## src/rtl/gbo_pkg.sv

```systemverilog
package gbo_pkg;

    // field widths
    localparam int TIME_W     = 32;
    localparam int GYRO_W     = 10;
    localparam int WANT_W     = 12;
    localparam int POS_W      = 10;
    localparam int CFG_IDX_W  = 3;
    localparam int CFG_DATA_W = 10;
    localparam int APPLY_W    = 7;

    localparam int IN_TDATA_W  = 120;
    localparam int OUT_TDATA_W = 40;

    // internal arithmetic widths
    localparam int DIFF_W        = 13;
    localparam int ERR3_W        = 15;
    localparam int DIV_W         = 10;
    localparam int DIV_CYCLES    = DIV_W / 2;
    localparam int CNT_W         = $clog2(DIV_CYCLES);
    localparam int KNEE_MAG_W    = 13;
    localparam int KNEE_Q_W      = 4;
    localparam int KNEE_OUT_W    = 12;
    localparam int ANKLE_MAG_W   = 6;
    localparam int ANKLE_OUT_W   = 8;
    localparam int AROLL_MAG_W   = 6;
    localparam int AROLL_OUT_W   = 7;
    localparam int HROLL_MAG_W   = 5;
    localparam int HROLL_OUT_W   = 6;

    // fixed divisors
    localparam logic [DIV_W-1:0] KNEE_DIV  = 10'd70;
    localparam logic [DIV_W-1:0] ANKLE_DIV = 10'd25;
    localparam logic [DIV_W-1:0] AROLL_DIV = 10'd30;
    localparam logic [DIV_W-1:0] HROLL_DIV = 10'd52;

    localparam logic [KNEE_OUT_W-1:0] KNEE_POS_MAX = 12'd2047;
    localparam logic [KNEE_OUT_W-1:0] KNEE_NEG_MAX = 12'd2048;

    // register reset values
    localparam logic [CFG_DATA_W-1:0] PERIOD_RST     = 10'd30;
    localparam logic [CFG_DATA_W-1:0] FB_LIMIT_RST   = 10'd250;
    localparam logic [CFG_DATA_W-1:0] SIDE_LIMIT_RST = 10'd300;
    localparam logic [CFG_DATA_W-1:0] DEADBAND_RST   = 10'd15;
    localparam logic [APPLY_W-1:0]    APPLY_RST      = 7'd5;

    typedef enum logic [CFG_IDX_W-1:0] {
        REG_PERIOD,
        REG_FB_LIMIT,
        REG_SIDE_LIMIT,
        REG_DEADBAND,
        REG_APPLY_LIMIT
    } cfg_reg_t;

    typedef enum logic [3:0] {
        S_IDLE,
        S_PREP,
        S_CLAMP,
        S_DIV_KNEE,
        S_DIV_ANKLE,
        S_DIV_AROLL,
        S_DIV_HROLL,
        S_KNEE_ADJ,
        S_KNEE_DIV,
        S_ANKLE_ADJ,
        S_ANKLE_DIV,
        S_FINISH
    } state_t;

    typedef struct packed {
        logic [CFG_DATA_W-1:0] period;
        logic [CFG_DATA_W-1:0] fb_limit;
        logic [CFG_DATA_W-1:0] side_limit;
        logic [CFG_DATA_W-1:0] deadband;
        logic [APPLY_W-1:0]    apply_limit;
    } cfg_t;

    typedef struct packed {
        logic [TIME_W-1:0]        time_ms;
        logic [GYRO_W-1:0]        gyro_front_back;
        logic [GYRO_W-1:0]        gyro_side;
        logic signed [WANT_W-1:0] wanted_front_back;
        logic signed [WANT_W-1:0] wanted_side;
        logic [POS_W-1:0]         knee_position;
        logic [POS_W-1:0]         knee_goal;
        logic [POS_W-1:0]         ankle_position;
        logic [POS_W-1:0]         ankle_goal;
    } item_t;

    typedef struct packed {
        logic signed [KNEE_OUT_W-1:0]  knee_offset;
        logic                          knee_write;
        logic signed [ANKLE_OUT_W-1:0] ankle_pitch_offset;
        logic                          ankle_pitch_write;
        logic signed [HROLL_OUT_W-1:0] hip_roll_offset;
        logic signed [AROLL_OUT_W-1:0] ankle_roll_offset;
    } res_t;

endpackage

```

## src/rtl/gyro_balance_offset_step_top.sv

```systemverilog
// an item that triggers an update gives its result on m_axis after four fixed divisions,
// which always run, plus the knee and ankle deviation divisions when they are taken;
// every division runs on the shared radix-4 divider. an item inside the update period
// is dropped. a new item is accepted only once the last one is dropped or its result
// has passed to the output register.
// reset: asynchronous, clears state, last update time to 0 and registers to defaults
module gyro_balance_offset_step_top
(
    input  logic                               clk,
    input  logic                               rst_n,
    input  logic                               s_axis_tvalid,
    output logic                               s_axis_tready,
    // time_ms, gyro_front_back, gyro_side, wanted_front_back, wanted_side,
    // knee_position, knee_goal, ankle_position, ankle_goal, zero pad
    input  logic [gbo_pkg::IN_TDATA_W-1:0]     s_axis_tdata,
    output logic                               m_axis_tvalid,
    input  logic                               m_axis_tready,
    // knee_offset, knee_write, ankle_pitch_offset, ankle_pitch_write,
    // hip_roll_offset, ankle_roll_offset, zero pad
    output logic [gbo_pkg::OUT_TDATA_W-1:0]    m_axis_tdata,
    input  logic                               cfg_valid,
    output logic                               cfg_ready,
    input  logic [gbo_pkg::CFG_IDX_W-1:0]      cfg_index,
    input  logic [gbo_pkg::CFG_DATA_W-1:0]     cfg_data
);
    import gbo_pkg::*;

    cfg_t  cfg_reg, cfg_next;
    item_t item;
    res_t  res;
    res_t  out_reg;
    logic  out_valid_reg, out_valid_next;
    logic  res_valid;
    logic  res_ready;

    assign item.time_ms           = s_axis_tdata[31:0];
    assign item.gyro_front_back   = s_axis_tdata[41:32];
    assign item.gyro_side         = s_axis_tdata[51:42];
    assign item.wanted_front_back = s_axis_tdata[63:52];
    assign item.wanted_side       = s_axis_tdata[75:64];
    assign item.knee_position     = s_axis_tdata[85:76];
    assign item.knee_goal         = s_axis_tdata[95:86];
    assign item.ankle_position    = s_axis_tdata[105:96];
    assign item.ankle_goal        = s_axis_tdata[115:106];

    gbo_core u_core
    (
        .clk        (clk),
        .rst_n      (rst_n),
        .item_valid (s_axis_tvalid),
        .item_ready (s_axis_tready),
        .item       (item),
        .cfg        (cfg_reg),
        .res_valid  (res_valid),
        .res_ready  (res_ready),
        .res        (res)
    );

    assign cfg_ready = 1'b1;

    always_comb
    begin
        cfg_next = cfg_reg;
        if (cfg_valid)
        begin
            unique case (cfg_index)
                REG_PERIOD:      cfg_next.period      = cfg_data;
                REG_FB_LIMIT:    cfg_next.fb_limit    = cfg_data;
                REG_SIDE_LIMIT:  cfg_next.side_limit  = cfg_data;
                REG_DEADBAND:    cfg_next.deadband    = cfg_data;
                REG_APPLY_LIMIT: cfg_next.apply_limit = cfg_data[APPLY_W-1:0];
                default:         cfg_next             = cfg_reg;
            endcase
        end
    end

    // output register keeps the core free while a result waits downstream
    assign res_ready = !out_valid_reg || m_axis_tready;

    always_comb
    begin
        out_valid_next = out_valid_reg;
        if (res_valid && res_ready)
        begin
            out_valid_next = 1'b1;
        end
        else if (m_axis_tready)
        begin
            out_valid_next = 1'b0;
        end
    end

    always_ff @(posedge clk or negedge rst_n)
    begin
        if (!rst_n)
        begin
            cfg_reg.period      <= PERIOD_RST;
            cfg_reg.fb_limit    <= FB_LIMIT_RST;
            cfg_reg.side_limit  <= SIDE_LIMIT_RST;
            cfg_reg.deadband    <= DEADBAND_RST;
            cfg_reg.apply_limit <= APPLY_RST;
            out_valid_reg       <= 1'b0;
        end
        else
        begin
            cfg_reg       <= cfg_next;
            out_valid_reg <= out_valid_next;
        end
    end

    always_ff @(posedge clk)
    begin
        if (res_valid && res_ready)
        begin
            out_reg <= res;
        end
    end

    assign m_axis_tvalid = out_valid_reg;
    assign m_axis_tdata  = {5'b00000,
                            out_reg.ankle_roll_offset,
                            out_reg.hip_roll_offset,
                            out_reg.ankle_pitch_write,
                            out_reg.ankle_pitch_offset,
                            out_reg.knee_write,
                            out_reg.knee_offset};

endmodule

```

## src/rtl/gbo_div.sv

```systemverilog
module gbo_div
(
    input  logic                      clk,
    input  logic                      rst_n,
    input  logic                      start,
    input  logic [gbo_pkg::DIV_W-1:0] dividend,
    input  logic [gbo_pkg::DIV_W-1:0] divisor,
    output logic                      busy,
    output logic                      done,
    output logic [gbo_pkg::DIV_W-1:0] quotient
);
    import gbo_pkg::*;

    logic [DIV_W-1:0] dvd_reg, dvd_next;
    logic [DIV_W-1:0] rem_reg, rem_next;
    logic [DIV_W-1:0] dvs_reg, dvs_next;
    logic [CNT_W-1:0] cnt_reg, cnt_next;
    logic             busy_reg, busy_next;
    logic             done_reg, done_next;
    logic [DIV_W:0]   step_hi;
    logic [DIV_W:0]   step_lo;

    // one restoring step: returns {quotient bit, new remainder}
    function automatic logic [DIV_W:0] div_step(input logic [DIV_W-1:0] rem,
                                                input logic             bit_in,
                                                input logic [DIV_W-1:0] dvs);
        logic [DIV_W:0] t;
        logic [DIV_W:0] d;
        t = {rem, bit_in};
        d = {1'b0, dvs};
        if (t >= d)
        begin
            div_step = {1'b1, DIV_W'(t - d)};
        end
        else
        begin
            div_step = {1'b0, t[DIV_W-1:0]};
        end
    endfunction

    // two quotient bits per cycle
    always_comb
    begin
        step_hi   = div_step(rem_reg, dvd_reg[DIV_W-1], dvs_reg);
        step_lo   = div_step(step_hi[DIV_W-1:0], dvd_reg[DIV_W-2], dvs_reg);
        dvd_next  = dvd_reg;
        rem_next  = rem_reg;
        dvs_next  = dvs_reg;
        cnt_next  = cnt_reg;
        busy_next = busy_reg;
        done_next = 1'b0;
        if (busy_reg)
        begin
            dvd_next = {dvd_reg[DIV_W-3:0], step_hi[DIV_W], step_lo[DIV_W]};
            rem_next = step_lo[DIV_W-1:0];
            cnt_next = cnt_reg + 1'b1;
            if (cnt_reg == CNT_W'(DIV_CYCLES - 1))
            begin
                busy_next = 1'b0;
                done_next = 1'b1;
            end
        end
        else if (start)
        begin
            dvd_next  = dividend;
            rem_next  = '0;
            dvs_next  = divisor;
            cnt_next  = '0;
            busy_next = 1'b1;
        end
    end

    always_ff @(posedge clk or negedge rst_n)
    begin
        if (!rst_n)
        begin
            busy_reg <= 1'b0;
            done_reg <= 1'b0;
            cnt_reg  <= '0;
        end
        else
        begin
            busy_reg <= busy_next;
            done_reg <= done_next;
            cnt_reg  <= cnt_next;
        end
    end

    always_ff @(posedge clk)
    begin
        dvd_reg <= dvd_next;
        rem_reg <= rem_next;
        dvs_reg <= dvs_next;
    end

    assign busy     = busy_reg;
    assign done     = done_reg;
    assign quotient = dvd_reg;

    a_start_runs: assert property (@(posedge clk) disable iff (!rst_n)
        (start && !busy_reg) |=> busy_reg)
        else $error("divider did not start");

    a_done_idle: assert property (@(posedge clk) disable iff (!rst_n)
        done_reg |-> !busy_reg)
        else $error("divider done while busy");

    a_cnt_range: assert property (@(posedge clk) disable iff (!rst_n)
        busy_reg |-> (cnt_reg < CNT_W'(DIV_CYCLES)))
        else $error("divider step count out of range");

endmodule

```

## src/rtl/gbo_core.sv

```systemverilog
module gbo_core
(
    input  logic           clk,
    input  logic           rst_n,
    input  logic           item_valid,
    output logic           item_ready,
    input  gbo_pkg::item_t item,
    input  gbo_pkg::cfg_t  cfg,
    output logic           res_valid,
    input  logic           res_ready,
    output gbo_pkg::res_t  res
);
    import gbo_pkg::*;

    state_t                   state_reg, state_next;
    logic                     go_reg, go_next;
    item_t                    item_reg, item_next;
    logic [TIME_W-1:0]        last_reg, last_next;
    logic signed [ERR3_W-1:0] fb3_reg, fb3_next;
    logic signed [ERR3_W-1:0] sd3_reg, sd3_next;
    logic [DIV_W-1:0]         fb_mag_reg, fb_mag_next;
    logic [DIV_W-1:0]         sd_mag_reg, sd_mag_next;
    logic                     fb_neg_reg, fb_neg_next;
    logic                     sd_neg_reg, sd_neg_next;
    logic [DIV_W-1:0]         dmag_reg, dmag_next;
    logic [DIV_W-1:0]         emag_reg, emag_next;
    logic                     dneg_reg, dneg_next;
    logic                     eneg_reg, eneg_next;
    logic [KNEE_MAG_W-1:0]    knee_mag_reg, knee_mag_next;
    logic [ANKLE_MAG_W-1:0]   ankle_mag_reg, ankle_mag_next;
    logic [AROLL_MAG_W-1:0]   aroll_mag_reg, aroll_mag_next;
    logic [HROLL_MAG_W-1:0]   hroll_mag_reg, hroll_mag_next;

    logic [TIME_W-1:0]        elapsed;
    logic signed [DIFF_W-1:0] fb_diff;
    logic signed [DIFF_W-1:0] sd_diff;
    logic [DIV_W-2:0]         half_dev;
    logic [KNEE_MAG_W-1:0]    knee_prod;
    logic                     in_div;
    logic                     div_start;
    logic [DIV_W-1:0]         div_dvd;
    logic [DIV_W-1:0]         div_dvs;
    logic                     div_busy;
    logic                     div_done;
    logic [DIV_W-1:0]         div_quot;
    logic [KNEE_OUT_W-1:0]    knee_sat;
    logic [ANKLE_OUT_W-1:0]   ankle_ext;
    logic [HROLL_OUT_W-1:0]   hroll_ext;
    logic [AROLL_OUT_W-1:0]   aroll_ext;

    // clamp to +-lim and return the magnitude
    function automatic logic [DIV_W-1:0] clamp_mag(input logic signed [ERR3_W-1:0] v,
                                                   input logic [DIV_W-1:0]         lim);
        logic signed [ERR3_W-1:0] l;
        logic signed [ERR3_W-1:0] c;
        l = $signed({{(ERR3_W - DIV_W){1'b0}}, lim});
        if (v > l)
        begin
            c = l;
        end
        else if (v < -l)
        begin
            c = -l;
        end
        else
        begin
            c = v;
        end
        if (c[ERR3_W-1])
        begin
            c = -c;
        end
        clamp_mag = c[DIV_W-1:0];
    endfunction

    gbo_div u_div
    (
        .clk      (clk),
        .rst_n    (rst_n),
        .start    (div_start),
        .dividend (div_dvd),
        .divisor  (div_dvs),
        .busy     (div_busy),
        .done     (div_done),
        .quotient (div_quot)
    );

    always_comb
    begin
        elapsed  = item_reg.time_ms - last_reg;
        fb_diff  = $signed({3'b000, item_reg.gyro_front_back})
                 - $signed({item_reg.wanted_front_back[WANT_W-1], item_reg.wanted_front_back});
        sd_diff  = $signed({3'b000, item_reg.gyro_side})
                 - $signed({item_reg.wanted_side[WANT_W-1], item_reg.wanted_side});
        half_dev = dmag_reg[DIV_W-1:1];
        knee_prod = KNEE_MAG_W'(knee_mag_reg[KNEE_Q_W-1:0]) * KNEE_MAG_W'(half_dev);

        state_next     = state_reg;
        go_next        = go_reg;
        item_next      = item_reg;
        last_next      = last_reg;
        fb3_next       = fb3_reg;
        sd3_next       = sd3_reg;
        fb_mag_next    = fb_mag_reg;
        sd_mag_next    = sd_mag_reg;
        fb_neg_next    = fb_neg_reg;
        sd_neg_next    = sd_neg_reg;
        dmag_next      = dmag_reg;
        emag_next      = emag_reg;
        dneg_next      = dneg_reg;
        eneg_next      = eneg_reg;
        knee_mag_next  = knee_mag_reg;
        ankle_mag_next = ankle_mag_reg;
        aroll_mag_next = aroll_mag_reg;
        hroll_mag_next = hroll_mag_reg;
        item_ready     = 1'b0;
        res_valid      = 1'b0;
        in_div         = 1'b0;
        div_start      = 1'b0;
        div_dvd        = fb_mag_reg;
        div_dvs        = KNEE_DIV;

        unique case (state_reg)
            S_IDLE:
            begin
                item_ready = 1'b1;
                if (item_valid)
                begin
                    item_next  = item;
                    state_next = S_PREP;
                end
            end
            S_PREP:
            begin
                if (elapsed >= {{(TIME_W - CFG_DATA_W){1'b0}}, cfg.period})
                begin
                    last_next = item_reg.time_ms;
                    // times 3 as x + 2x
                    fb3_next  = $signed({{2{fb_diff[DIFF_W-1]}}, fb_diff})
                              + $signed({fb_diff[DIFF_W-1], fb_diff, 1'b0});
                    sd3_next  = $signed({{2{sd_diff[DIFF_W-1]}}, sd_diff})
                              + $signed({sd_diff[DIFF_W-1], sd_diff, 1'b0});
                    dneg_next = item_reg.knee_position < item_reg.knee_goal;
                    dmag_next = dneg_next ? item_reg.knee_goal - item_reg.knee_position
                                          : item_reg.knee_position - item_reg.knee_goal;
                    eneg_next = item_reg.ankle_position < item_reg.ankle_goal;
                    emag_next = eneg_next ? item_reg.ankle_goal - item_reg.ankle_position
                                          : item_reg.ankle_position - item_reg.ankle_goal;
                    state_next = S_CLAMP;
                end
                else
                begin
                    state_next = S_IDLE;
                end
            end
            S_CLAMP:
            begin
                fb_mag_next = clamp_mag(fb3_reg, cfg.fb_limit);
                sd_mag_next = clamp_mag(sd3_reg, cfg.side_limit);
                fb_neg_next = fb3_reg[ERR3_W-1];
                sd_neg_next = sd3_reg[ERR3_W-1];
                state_next  = S_DIV_KNEE;
            end
            S_DIV_KNEE:
            begin
                in_div  = 1'b1;
                div_dvd = fb_mag_reg;
                div_dvs = KNEE_DIV;
                if (div_done)
                begin
                    knee_mag_next = KNEE_MAG_W'(div_quot);
                    state_next    = S_DIV_ANKLE;
                end
            end
            S_DIV_ANKLE:
            begin
                in_div  = 1'b1;
                div_dvd = fb_mag_reg;
                div_dvs = ANKLE_DIV;
                if (div_done)
                begin
                    ankle_mag_next = div_quot[ANKLE_MAG_W-1:0];
                    state_next     = S_DIV_AROLL;
                end
            end
            S_DIV_AROLL:
            begin
                in_div  = 1'b1;
                div_dvd = sd_mag_reg;
                div_dvs = AROLL_DIV;
                if (div_done)
                begin
                    aroll_mag_next = div_quot[AROLL_MAG_W-1:0];
                    state_next     = S_DIV_HROLL;
                end
            end
            S_DIV_HROLL:
            begin
                in_div  = 1'b1;
                div_dvd = sd_mag_reg;
                div_dvs = HROLL_DIV;
                if (div_done)
                begin
                    hroll_mag_next = div_quot[HROLL_MAG_W-1:0];
                    state_next     = S_KNEE_ADJ;
                end
            end
            S_KNEE_ADJ:
            begin
                state_next = S_ANKLE_ADJ;
                if (dmag_reg > cfg.deadband && knee_mag_reg != '0)
                begin
                    if (dneg_reg == fb_neg_reg)
                    begin
                        // a zero half deviation leaves the knee term as is
                        if (half_dev != '0)
                        begin
                            state_next = S_KNEE_DIV;
                        end
                    end
                    else
                    begin
                        knee_mag_next = knee_prod;
                    end
                end
            end
            S_KNEE_DIV:
            begin
                in_div  = 1'b1;
                div_dvd = knee_mag_reg[DIV_W-1:0];
                div_dvs = {1'b0, half_dev};
                if (div_done)
                begin
                    knee_mag_next = KNEE_MAG_W'(div_quot);
                    state_next    = S_ANKLE_ADJ;
                end
            end
            S_ANKLE_ADJ:
            begin
                if (emag_reg > cfg.deadband && ankle_mag_reg != '0 && eneg_reg == fb_neg_reg)
                begin
                    state_next = S_ANKLE_DIV;
                end
                else
                begin
                    state_next = S_FINISH;
                end
            end
            S_ANKLE_DIV:
            begin
                in_div  = 1'b1;
                div_dvd = DIV_W'(ankle_mag_reg);
                div_dvs = emag_reg;
                if (div_done)
                begin
                    ankle_mag_next = div_quot[ANKLE_MAG_W-1:0];
                    state_next     = S_FINISH;
                end
            end
            S_FINISH:
            begin
                res_valid = 1'b1;
                if (res_ready)
                begin
                    state_next = S_IDLE;
                end
            end
            default:
            begin
                state_next = S_IDLE;
            end
        endcase

        // launch the divider once on entry, then wait for its result
        if (in_div)
        begin
            if (!go_reg)
            begin
                div_start = 1'b1;
                go_next   = 1'b1;
            end
            else if (div_done)
            begin
                go_next = 1'b0;
            end
        end
    end

    // result formatting with knee saturation
    always_comb
    begin
        if (fb_neg_reg)
        begin
            knee_sat = (knee_mag_reg > KNEE_MAG_W'(KNEE_NEG_MAX)) ? KNEE_NEG_MAX
                                                                 : knee_mag_reg[KNEE_OUT_W-1:0];
        end
        else
        begin
            knee_sat = (knee_mag_reg > KNEE_MAG_W'(KNEE_POS_MAX)) ? KNEE_POS_MAX
                                                                 : knee_mag_reg[KNEE_OUT_W-1:0];
        end
        ankle_ext = ANKLE_OUT_W'(ankle_mag_reg);
        hroll_ext = HROLL_OUT_W'(hroll_mag_reg);
        aroll_ext = AROLL_OUT_W'(aroll_mag_reg);

        res.knee_offset        = fb_neg_reg ? -knee_sat : knee_sat;
        res.knee_write         = knee_sat < KNEE_OUT_W'(cfg.apply_limit);
        res.ankle_pitch_offset = fb_neg_reg ? -ankle_ext : ankle_ext;
        res.ankle_pitch_write  = APPLY_W'(ankle_mag_reg) < cfg.apply_limit;
        res.hip_roll_offset    = sd_neg_reg ? -hroll_ext : hroll_ext;
        res.ankle_roll_offset  = sd_neg_reg ? -aroll_ext : aroll_ext;
    end

    always_ff @(posedge clk or negedge rst_n)
    begin
        if (!rst_n)
        begin
            state_reg <= S_IDLE;
            go_reg    <= 1'b0;
            last_reg  <= '0;
        end
        else
        begin
            state_reg <= state_next;
            go_reg    <= go_next;
            last_reg  <= last_next;
        end
    end

    always_ff @(posedge clk)
    begin
        item_reg      <= item_next;
        fb3_reg       <= fb3_next;
        sd3_reg       <= sd3_next;
        fb_mag_reg    <= fb_mag_next;
        sd_mag_reg    <= sd_mag_next;
        fb_neg_reg    <= fb_neg_next;
        sd_neg_reg    <= sd_neg_next;
        dmag_reg      <= dmag_next;
        emag_reg      <= emag_next;
        dneg_reg      <= dneg_next;
        eneg_reg      <= eneg_next;
        knee_mag_reg  <= knee_mag_next;
        ankle_mag_reg <= ankle_mag_next;
        aroll_mag_reg <= aroll_mag_next;
        hroll_mag_reg <= hroll_mag_next;
    end

    a_start_when_free: assert property (@(posedge clk) disable iff (!rst_n)
        div_start |-> !div_busy)
        else $error("divider launched while busy");

    a_done_expected: assert property (@(posedge clk) disable iff (!rst_n)
        div_done |-> (go_reg && in_div))
        else $error("divider result with no division outstanding");

    a_idle_div_free: assert property (@(posedge clk) disable iff (!rst_n)
        item_ready |-> (!div_busy && !go_reg))
        else $error("ready while a division is in flight");

endmodule

```

## config.mk

```make
export PLATFORM = sky130hd
export DESIGN_NAME = gyro_balance_offset_step_top
export DESIGN_NICKNAME = d
export VERILOG_FILES = /design/src/rtl/gbo_pkg.sv /design/src/rtl/gyro_balance_offset_step_top.sv /design/src/rtl/gbo_div.sv /design/src/rtl/gbo_core.sv
export SDC_FILE = /design/constraint.sdc
export NUM_CORES = 1
export LEC_CHECK = 0
export BUFFER_PORTS_ARGS = -buffer_cell sky130_fd_sc_hd__buf_2
export CAP_MARGIN = 15
export CELL_PAD_IN_SITES_DETAIL_PLACEMENT = 1
export CELL_PAD_IN_SITES_GLOBAL_PLACEMENT = 1
export CORE_MARGIN = 3
export CORE_UTILIZATION = 30
export DETAILED_ROUTE_END_ITERATION = 16
export PLACE_DENSITY_LB_ADDON = 0.1
export SETUP_SLACK_MARGIN = 0.4
export SLEW_MARGIN = 20
export SYNTH_ARGS = -nofsm -noshare
export SYNTH_HDL_FRONTEND = slang
export SYNTH_SLANG_ARGS = --single-unit
```

## constraint.sdc

```tcl
create_clock -name clk -period 5.5 [get_ports clk]
set_input_delay 0.55 -clock clk [delete_from_list [all_inputs] [get_ports clk]]
set_output_delay 0.55 -clock clk [all_outputs]
set_load 0.1 [all_outputs]
```

==> impl_metrics.env, run 1 <==
export IMPL_insertion_delay_ps=600
export IMPL_synth_seq_area_share=0.440
export IMPL_r2r_setup_slack_ps=630
export IMPL_drt_wl_total_um=67900
export IMPL_grt_max_degree=75
export IMPL_clock_root_buffer="clkbuf_16"
export IMPL_syn_avg_cell_area_um2=10.2
export IMPL_hold_viol=0
export IMPL_fin_tns_setup_ps=0
export IMPL_p_leak_nw=12.1
export IMPL_r2r_start="u_core.u_div.rem_reg[0]"
export IMPL_largest_reg_flops=116
export IMPL_grt_pass1_vias=19400
export IMPL_cp_arrival_ps=5270
export IMPL_vias_per_cell=4.92
export IMPL_synth_flop_cell="edfxtp_1"
export IMPL_cts_reportedPaths_clkPinSlew_ps=60
export IMPL_via_count=18300
export IMPL_synth_edf_count=285
export IMPL_maxCapViolCount=0
export IMPL_fin_crit_ps=4870
export IMPL_first_iter_violations=767
export IMPL_reg2reg_depth=21
export IMPL_r2r_end="u_core.u_div.rem_reg[3]"
export IMPL_status="finished clean"
export IMPL_grt_usage=0.158
export IMPL_cts_sinks=375
export IMPL_fin_skew_ps=20.7
export IMPL_critPathCaptureType="register"
export IMPL_critPathLaunchType="register"
export IMPL_finalSetupViolations=0
export IMPL_power_density_nw_per_um2=668
export IMPL_final_common_cell="edfxtp_1"
export IMPL_yosysUniqueCellTypes=83
export IMPL_ir_worst_vdd_mv=0.269
export IMPL_routabilityCongestion=0.838
export IMPL_mostFrequentLayoutCells="edfxtp_1, ha_1, inv_1"
export IMPL_core_area_um2=80900
export IMPL_synth_warnings=0
export IMPL_hp_class="input port to register"
export IMPL_synth_area_um2=24700
export IMPL_drive_gt1_frac=0.157
export IMPL_holdPathEnd="u_core.item_reg[48]"
export IMPL_cts_max_level=2
export IMPL_ys_ff_latch=375
export IMPL_crit_fanout=19
export IMPL_ant_nets=0
export IMPL_worstMarginPinSlew_ps=1070
export IMPL_dieArea_um2=85600
export IMPL_initial_core_util=0.305
export IMPL_rsz0062_at_grt="true"
export IMPL_syn2layout_area_growth_pct=16.8
export IMPL_layout_nets=3024
export IMPL_grt_overflow_total=0
export IMPL_path_class="register to register"
export IMPL_finalPower_w=0.0192
export IMPL_cts_tree="done"
export IMPL_required_ps=5900
export IMPL_synth_async_sr_flop_share=0.240
export IMPL_routedWlPerCell_um=18.3
export IMPL_num_rows=104
export IMPL_ioPinCount=181
export IMPL_dr_pass1_iters=5
export IMPL_die_width_um=293
export IMPL_drv_slew=0
export IMPL_numPortBuffers=170
export IMPL_die_h_um=293
export IMPL_slew_headroom=0.282
export IMPL_dp_hpwl_um=52900
export IMPL_synth_cells=2427
export IMPL_hold_start="s_axis_tdata[72]"
export IMPL_cts_buffers=50
export IMPL_finalCritPeriodShare=0.885
export IMPL_hold_depth=1
export IMPL_antenna_found_initial=1
export IMPL_cts_buffer_depth=3
export IMPL_postLayoutCoreUtil=0.356
export IMPL_post_route_drc_count=0
export IMPL_max_freq_mhz=205
export IMPL_grt_pass1_wl_um=108000
-- worst max-delay path by stage --
stage	start	to	slack [ps]	cells past startpoint
global placement	u_core.u_div.dvs_reg[1]	u_core.u_div.rem_reg[3]	240	20
global route	u_core.u_div.rem_reg[0]	u_core.u_div.rem_reg[3]	320	21
floorplan	u_core.u_div.dvs_reg[1]	u_core.u_div.rem_reg[1]	430	22
detailed placement	u_core.u_div.dvs_reg[1]	u_core.u_div.rem_reg[3]	140	20
CTS	cfg_reg[27]	u_core.fb_mag_reg[9]	400	19
finish	u_core.u_div.rem_reg[0]	u_core.u_div.rem_reg[3]	630	21
-- Yosys cell counts, drive strengths merged, types with 7 or more instances --
library cell,number,share of area
a21oi,167,0.034
a21boi,15,0.0046
ha,249,0.13
o21a,33,0.010
a211oi,15,0.0048
edfxtp,285,0.35
a22oi,9,0.0027
nor2b,31,0.0079
o21bai,16,0.0049
nor4,14,0.0036
mux2,59,0.030
xnor2,90,0.032
buf,19,0.0054
nor3,50,0.010
o31ai,17,0.0052
nor2,174,0.026
a2111oi,7,0.0027
o31a,7,0.0025
inv,250,0.038
mux2i,36,0.015
dfrtp,70,0.071
a31oi,15,0.0038
clkbuf,61,0.0093
nand3,31,0.0063
nand4,23,0.0058
o211ai,15,0.0046
o22ai,16,0.0041
nand2,205,0.031
o21ai,167,0.034
a221oi,9,0.0032
a21o,34,0.010
dfstp,20,0.021
and2,21,0.0053
xor2,39,0.014
fa,25,0.020
nand2b,33,0.0084
or3,13,0.0033
-- per-stage QoR --
step                worst slack (ps)  std cells  hold slack [ps]  area (um^2)
floorplan                        434       2431              254        24700
global placement                 242       3607              475        26800
detailed placement               141       3607              473        26800
CTS                              403       3709             53.2        28600
global route                     315       3714             69.8        28800
finish                           631       3716              118        28800
-- report_power, final --
group,switching (W),internal (W)
combinational,0.00608,0.00437
clock,0.00131,0.00211
sequential,0.000813,0.00455
total,0.00820,0.0110
-- area by class of cell --
cell class,instances,area [um^2]
fill,9103,52200
multi-input combinational,1726,12700
sequential,375,10800
clock buffer,65,1390
tap,1060,1330
timing repair buffer,208,1220
inverter,251,942
clock inverter,29,347
antenna,2,5.00
-- worst max-delay path: stages (launching register included) --
cell	delay (ps)
edfxtp_1	430
ha_1	340
nor2b_1	130
o21ai_1	170
a21boi_1	120
o211ai_1	300
a21oi_2	120
o31a_1	310
or4_4	600
mux2i_2	230
ha_1	290
nor2b_1	160
o21ai_2	130
a21boi_1	100
o21a_1	190
nor2_2	140
o21ai_2	100
a31o_2	280
a21oi_2	190
buf_12	170
nand3_1	100
o41ai_1	80
-- routing by layer --
layer,GRT usage,vias to the layer above,wire length [um]
met5,0,-,0
met1,0.211,8957,31600
li1,-,9043,-
met2,0.271,229,32700
met3,0.0215,72,2450
met4,0.0356,0,1140
-- cell families after synthesis --
kind of cell	Yosys count	share of synthesized area
compound gates	594	0.152
flops	375	0.440
xor+xnor	129	0.0458
mux	95	0.0446
buf+inv	331	0.0529
other cells	2	0.000305
fa+ha+maj	274	0.147
simple gates	627	0.118
-- timing repair --
item	4_1_cts	5_1_grt
resized for setup	6	36
buffers inserted	7	3
pin swaps	1	7
gates cloned	0	2
endpoints found under the hold margin	30	0
hold buffers	1	0
setup endpoints to repair	15	106
No activity file was read; power rests on OpenSTA's default activity.
==> inputs of run 2 (changes only) <==
--- a/config.mk
+++ b/config.mk
@@ -14,3 +14,3 @@
 export DETAILED_ROUTE_END_ITERATION = 16
-export PLACE_DENSITY_LB_ADDON = 0.1
+export PLACE_DENSITY = 0.68
 export SETUP_SLACK_MARGIN = 0.4
--- a/constraint.sdc
+++ b/constraint.sdc
@@ -3,2 +3,2 @@
 set_output_delay 0.55 -clock clk [all_outputs]
-set_load 0.1 [all_outputs]
+set_load 0.02 [all_outputs]
==> run 2 against run 1 <==
  * Global-route usage is 0.19 points lower
  * Cell count is 0.48% lower
  * Critical path type unchanged
  * Sequential share of layout area is 0.35 points higher
  * Via count is 1.6% higher
  * Sequential power hardly changed
  * Largest cell class unchanged
  * Fmax is 0.10% higher
  * Utilization is 0.33 points lower
  * Non-clock buffer count is 9 lower
  * Highest routed layer unchanged
  * Flip-flop and latch count stayed put
  * Count of clock-buffer cells in the layout is 4 lower
  * Die area stayed put
==> impl_metrics.env, run 2 (synthesized netlist as in run 1, its figures left out) <==
export IMPL_first_iter_violations=925
export IMPL_grt_usage=0.156
export IMPL_grt_pass1_wl_um=108000
export IMPL_postLayoutCoreUtil=0.352
export IMPL_via_count=18600
export IMPL_critPathCaptureType="register"
export IMPL_grt_pass1_vias=20100
export IMPL_cts_sinks=375
export IMPL_whs_ps=127
export IMPL_fin_skew_ps=23.7
export IMPL_final_common_cell="edfxtp_1"
export IMPL_worstMarginPinSlew_ps=1090
export IMPL_drt_wl_total_um=67200
export IMPL_finalCritPeriodShare=0.884
export IMPL_dp_hpwl_um=52500
export IMPL_required_ps=5840
export IMPL_cts_buffer_depth=3
export IMPL_critPathLaunchType="register"
export IMPL_rsz0062_at_grt="false"
export IMPL_clock_root_buffer="clkbuf_16"
export IMPL_grt_max_degree=95
export IMPL_ant_nets=0
export IMPL_switching_power_w=0.00800
export IMPL_p_seq_frac=0.285
export IMPL_core_area_um2=80900
export IMPL_dr_pass1_iters=5
export IMPL_syn2layout_area_growth_pct=15.7
export IMPL_layout_nets=3011
export IMPL_cts_tree="done"
export IMPL_fin_crit_ps=4860
export IMPL_initial_core_util=0.305
export IMPL_placed_area_um2=26700
export IMPL_insertion_delay_ps=600
export IMPL_path_class="register to register"
export IMPL_dieArea_um2=85600
export IMPL_p_leak_nw=12.0
export IMPL_ioPinCount=181
export IMPL_cts_max_level=2
export IMPL_finalSetupViolations=0
export IMPL_die_width_um=293
export IMPL_fin_tns_setup_ps=0
export IMPL_hold_depth=1
export IMPL_numPortBuffers=170
export IMPL_slew_headroom=0.269
export IMPL_grt_overflow_total=0
export IMPL_drive_gt1_frac=0.152
export IMPL_switching_share=0.426
export IMPL_p_int_w=0.0108
export IMPL_clkPwrFrac=0.167
export IMPL_cp_arrival_ps=5200
export IMPL_die_h_um=293
export IMPL_pwr_share_comb=0.548
export IMPL_max_freq_mhz=206
export IMPL_cts_buffers=47
export IMPL_crit_fanout=13
export IMPL_ir_worst_vdd_mv=0.302
export IMPL_power_density_nw_per_um2=658
export IMPL_antenna_found_initial=1
export IMPL_maxCapViolCount=0
export IMPL_fin_area_um2=28500
export IMPL_mostFrequentLayoutCells="edfxtp_1, ha_1, inv_1"
export IMPL_largest_reg_flops=116
export IMPL_hold_viol=0
export IMPL_routedWlPerCell_um=18.2
export IMPL_routabilityCongestion=0.900
export IMPL_status="finished clean"
export IMPL_post_route_drc_count=0
export IMPL_cts_reportedPaths_clkPinSlew_ps=60
export IMPL_num_rows=104
export IMPL_hp_class="input port to register"
export IMPL_drv_slew=0
export IMPL_vias_per_cell=5.03
export IMPL_antennaDiodeCount=0
export IMPL_reg2reg_depth=17
-- run 2: changes by cell type in the layout (fill, tap and decap cells not counted), sizes merged --
cell      before  now
buf          206  197
bufinv         7    4
nand2        206  205
clkbuf        66   62
diode          2    0
clkinvlp       4    5
-- run 2: worst max-delay path, stage by stage (launching register included) --
cell      delay, ps
dfrtp_1         400
or3_1           440
or3_1           380
nand2b_1        200
or4_4           450
nor2_1          140
ha_1            270
and4_1          290
a22oi_2         300
nand2_1         160
buf_6           190
nand2_1          70
a21oi_1          70
a21oi_1         170
ha_1            200
or3b_2          500
o31ai_2         280
xnor2_1         100
-- run 2: power by group through the flow --
| stage | registers [W] | logic (W) | clock network, W |
|---|---|---|---|
| detailed placement | 0.00541 | 0.0101 | 0 |
| global placement | 0.00536 | 0.00964 | 0 |
| finish | 0.00535 | 0.0103 | 0.00313 |
| global route | 0.00546 | 0.0116 | 0.00336 |
| CTS | 0.00535 | 0.0102 | 0.00324 |
| floorplan | 0.00501 | 0.00772 | 0 |
-- run 2: area by class of cell --
cell class	instances	area (um^2)
fill	9184	52400
multi-input combinational	1725	12700
sequential	375	10800
tap	1060	1330
clock buffer	61	1300
timing repair buffer	199	1150
inverter	251	947
clock inverter	27	265
-- run 2: what timing repair did --
action	in CTS	in global routing
gates resized for setup	6	43
pin swaps	0	4
setup buffers	0	3
endpoints found under the hold margin	28	0
endpoints found under the setup margin	13	67
cloned	0	1
hold buffers	1	0
-- run 2: layer usage --
metal / track usage / wire length, um / vias up
met2: 0.270 / 32400 / 363
met4: 0.0438 / 1700 / 0
met3: 0.0270 / 3300 / 100
met5: 0 / 0 / -
li1: - / - / 9000
met1: 0.199 / 29900 / 9130
-- run 2: path summary, 6_finish.rpt --
kind	slack, ps	end	startpoint
min reg2reg	490	u_core.last_reg[24]	u_core.last_reg[24]
min	130	u_core.item_reg[72]	s_axis_tdata[50]
max reg2reg	640	u_core.sd_mag_reg[6]	cfg_reg[18]
min in group asynchronous	450	u_core.last_reg[29]	rst_n
max	640	u_core.sd_mag_reg[6]	cfg_reg[18]
max in group asynchronous	3790	cfg_reg[5]	rst_n
-- run 2: stage by stage --
stage	cells	power [W]	setup slack (ps)
after floorplan	2431	0.0127	434
after global placement	3605	0.0150	315
after detailed placement	3605	0.0155	187
after CTS	3694	0.0188	428
after global routing	3698	0.0205	373
final	3698	0.0188	636
==> inputs of run 3 (changes only) <==
==> constraint.sdc (replaced) <==
create_clock -name clk -period 5.5 [get_ports clk]
set_input_delay 1.1 -clock clk [delete_from_list [all_inputs] [get_ports clk]]
set_output_delay 1.1 -clock clk [all_outputs]
set_load 0.02 [all_outputs]
==> run 3 against run 2 <==
  * Register-to-register slack barely moved
  * First-iteration DRC count rose by 7.1%
  * Fmax rose by 0.30%
  * Critical path depth rose by 2
  * Non-clock buffer count rose by 2
  * Clock skew rose by 1.7 ps
  * Design area barely moved
  * Count of clock-buffer cells in the layout fell by 1
  * Setup slack improved by 15 ps
  * Combinational power barely moved
  * Critical path type unchanged
==> impl_metrics.env, run 3 (synthesized netlist as in run 1, its figures left out) <==
export IMPL_status="finished clean"
export IMPL_via_count=18500
export IMPL_path_class="register to register"
export IMPL_cts_sinks=375
export IMPL_postLayoutCoreUtil=0.352
export IMPL_critPathCaptureType="register"
export IMPL_drt_wl_total_um=67200
export IMPL_rsz0062_at_grt="false"
export IMPL_slew_headroom=0.309
export IMPL_cts_reportedPaths_clkPinSlew_ps=60
export IMPL_layout_nets=3012
export IMPL_cts_tree="done"
export IMPL_die_width_um=293
export IMPL_grt_pass1_vias=19900
export IMPL_numPortBuffers=170
export IMPL_ant_nets=0
export IMPL_grt_max_degree=95
export IMPL_critPathLaunchType="register"
export IMPL_grt_overflow_total=0
export IMPL_dr_pass1_iters=5
export IMPL_routabilityCongestion=0.885
export IMPL_fin_crit_ps=4850
export IMPL_drive_gt1_frac=0.149
export IMPL_cts_buffers=46
export IMPL_antenna_found_initial=2
export IMPL_final_common_cell="edfxtp_1"
export IMPL_first_iter_violations=991
export IMPL_num_rows=104
export IMPL_crit_chain="inv_1, ha_2, or3b_2, or3_1, inv_1, nand3_2, xnor2_1, ha_1, nand4_1, a2111oi_1, a21oi_2, buf_12, nor2_1, nor2_1, a21oi_1, ha_1, nand3_1, o21bai_1, xnor2_1"
export IMPL_ir_worst_vdd_mv=0.411
export IMPL_grt_pass1_wl_um=106000
export IMPL_mostFrequentLayoutCells="edfxtp_1, inv_1, ha_1"
export IMPL_clock_root_buffer="clkbuf_16"
export IMPL_p_leak_nw=12.0
export IMPL_routedWlPerCell_um=18.2
export IMPL_finalCritPeriodShare=0.882
export IMPL_worstMarginPinSlew_ps=1040
export IMPL_dp_hpwl_um=52200
export IMPL_syn2layout_area_growth_pct=15.7
export IMPL_grt_usage=0.154
export IMPL_hold_viol=0
export IMPL_finalSetupViolations=0
export IMPL_insertion_delay_ps=600
export IMPL_slowest_delay_ps=520
export IMPL_die_h_um=293
export IMPL_hp_class="register to register"
export IMPL_worst_path_buf_inv=3
export IMPL_maxCapViolCount=0
export IMPL_vias_per_cell=5.02
export IMPL_cts_hold_buf=0
export IMPL_ioPinCount=181
export IMPL_max_freq_mhz=206
export IMPL_crit_slowest_cell="a2111oi_1"
export IMPL_antennaDiodeCount=0
export IMPL_largest_reg_flops=116
export IMPL_required_ps=5830
export IMPL_cp_arrival_ps=5180
export IMPL_crit_family="simple AND/OR/NAND/NOR gates"
export IMPL_fin_skew_ps=25.4
export IMPL_cts_buffer_depth=3
export IMPL_drv_slew=0
export IMPL_cts_max_level=2
export IMPL_initial_core_util=0.305
export IMPL_post_route_drc_count=0
export IMPL_dieArea_um2=85600
export IMPL_whs_ps=488
export IMPL_fin_tns_setup_ps=0
export IMPL_crit_fanout=24
export IMPL_power_density_nw_per_um2=662
export IMPL_core_area_um2=80900
-- run 3: through the flow --
step                      cells  total power (W)  cell area, um^2  setup slack [ps]
after floorplan            2431           0.0127            24700               434
after global placement     3604           0.0150            26700               215
after detailed placement   3604           0.0155            26700              92.6
after CTS                  3691           0.0188            28300               417
after global routing       3698           0.0205            28500               360
final                      3698           0.0189            28500               651
-- run 3: what timing repair did --
item                                   4_1_cts  5_1_grt
gates cloned                                 0        1
pin swaps                                    0        5
buffers inserted                             1        6
endpoints found under the hold margin        0        0
setup endpoints to repair                   11      103
gates resized for setup                      4       32
-- run 3: metal layers --
layer	vias to the layer above	part of all wire	global-route usage
li1	9018	-	-
met1	9066	0.45	0.198
met2	372	0.48	0.267
met3	93	0.047	0.0252
met4	0	0.023	0.0421
met5	-	0	0
-- run 3: worst paths after layout --
path | startpoint | end | slack [ps] | depth (start not counted)
worst min register to register | u_core.last_reg[26] | u_core.last_reg[26] | 490 | 1
worst max register to register | cfg_reg[27] | u_core.fb_mag_reg[6] | 650 | 19
worst min-delay path | u_core.last_reg[26] | u_core.last_reg[26] | 490 | 1
min in group asynchronous | rst_n | u_core.last_reg[30] | 530 | 1
max in group asynchronous | rst_n | cfg_reg[6] | 3790 | 2
worst max-delay path | cfg_reg[27] | u_core.fb_mag_reg[6] | 650 | 19
-- run 3: report_power, final --
group | leakage [nW] | internal [W] | switching [W]
logic | 7.57 | 0.00438 | 0.00601
registers | 3.68 | 0.00455 | 0.000784
clock network | 0.763 | 0.00190 | 0.00125
total | 12.0 | 0.0108 | 0.00804
-- run 3: final cells by class --
type                       instances  area, um^2
fill                            9232       52400
clock inverter                    26         320
inverter                         251         947
sequential                       375       10800
tap                             1060        1330
multi-input combinational       1725       12700
timing repair buffer             201        1170
clock buffer                      60        1250
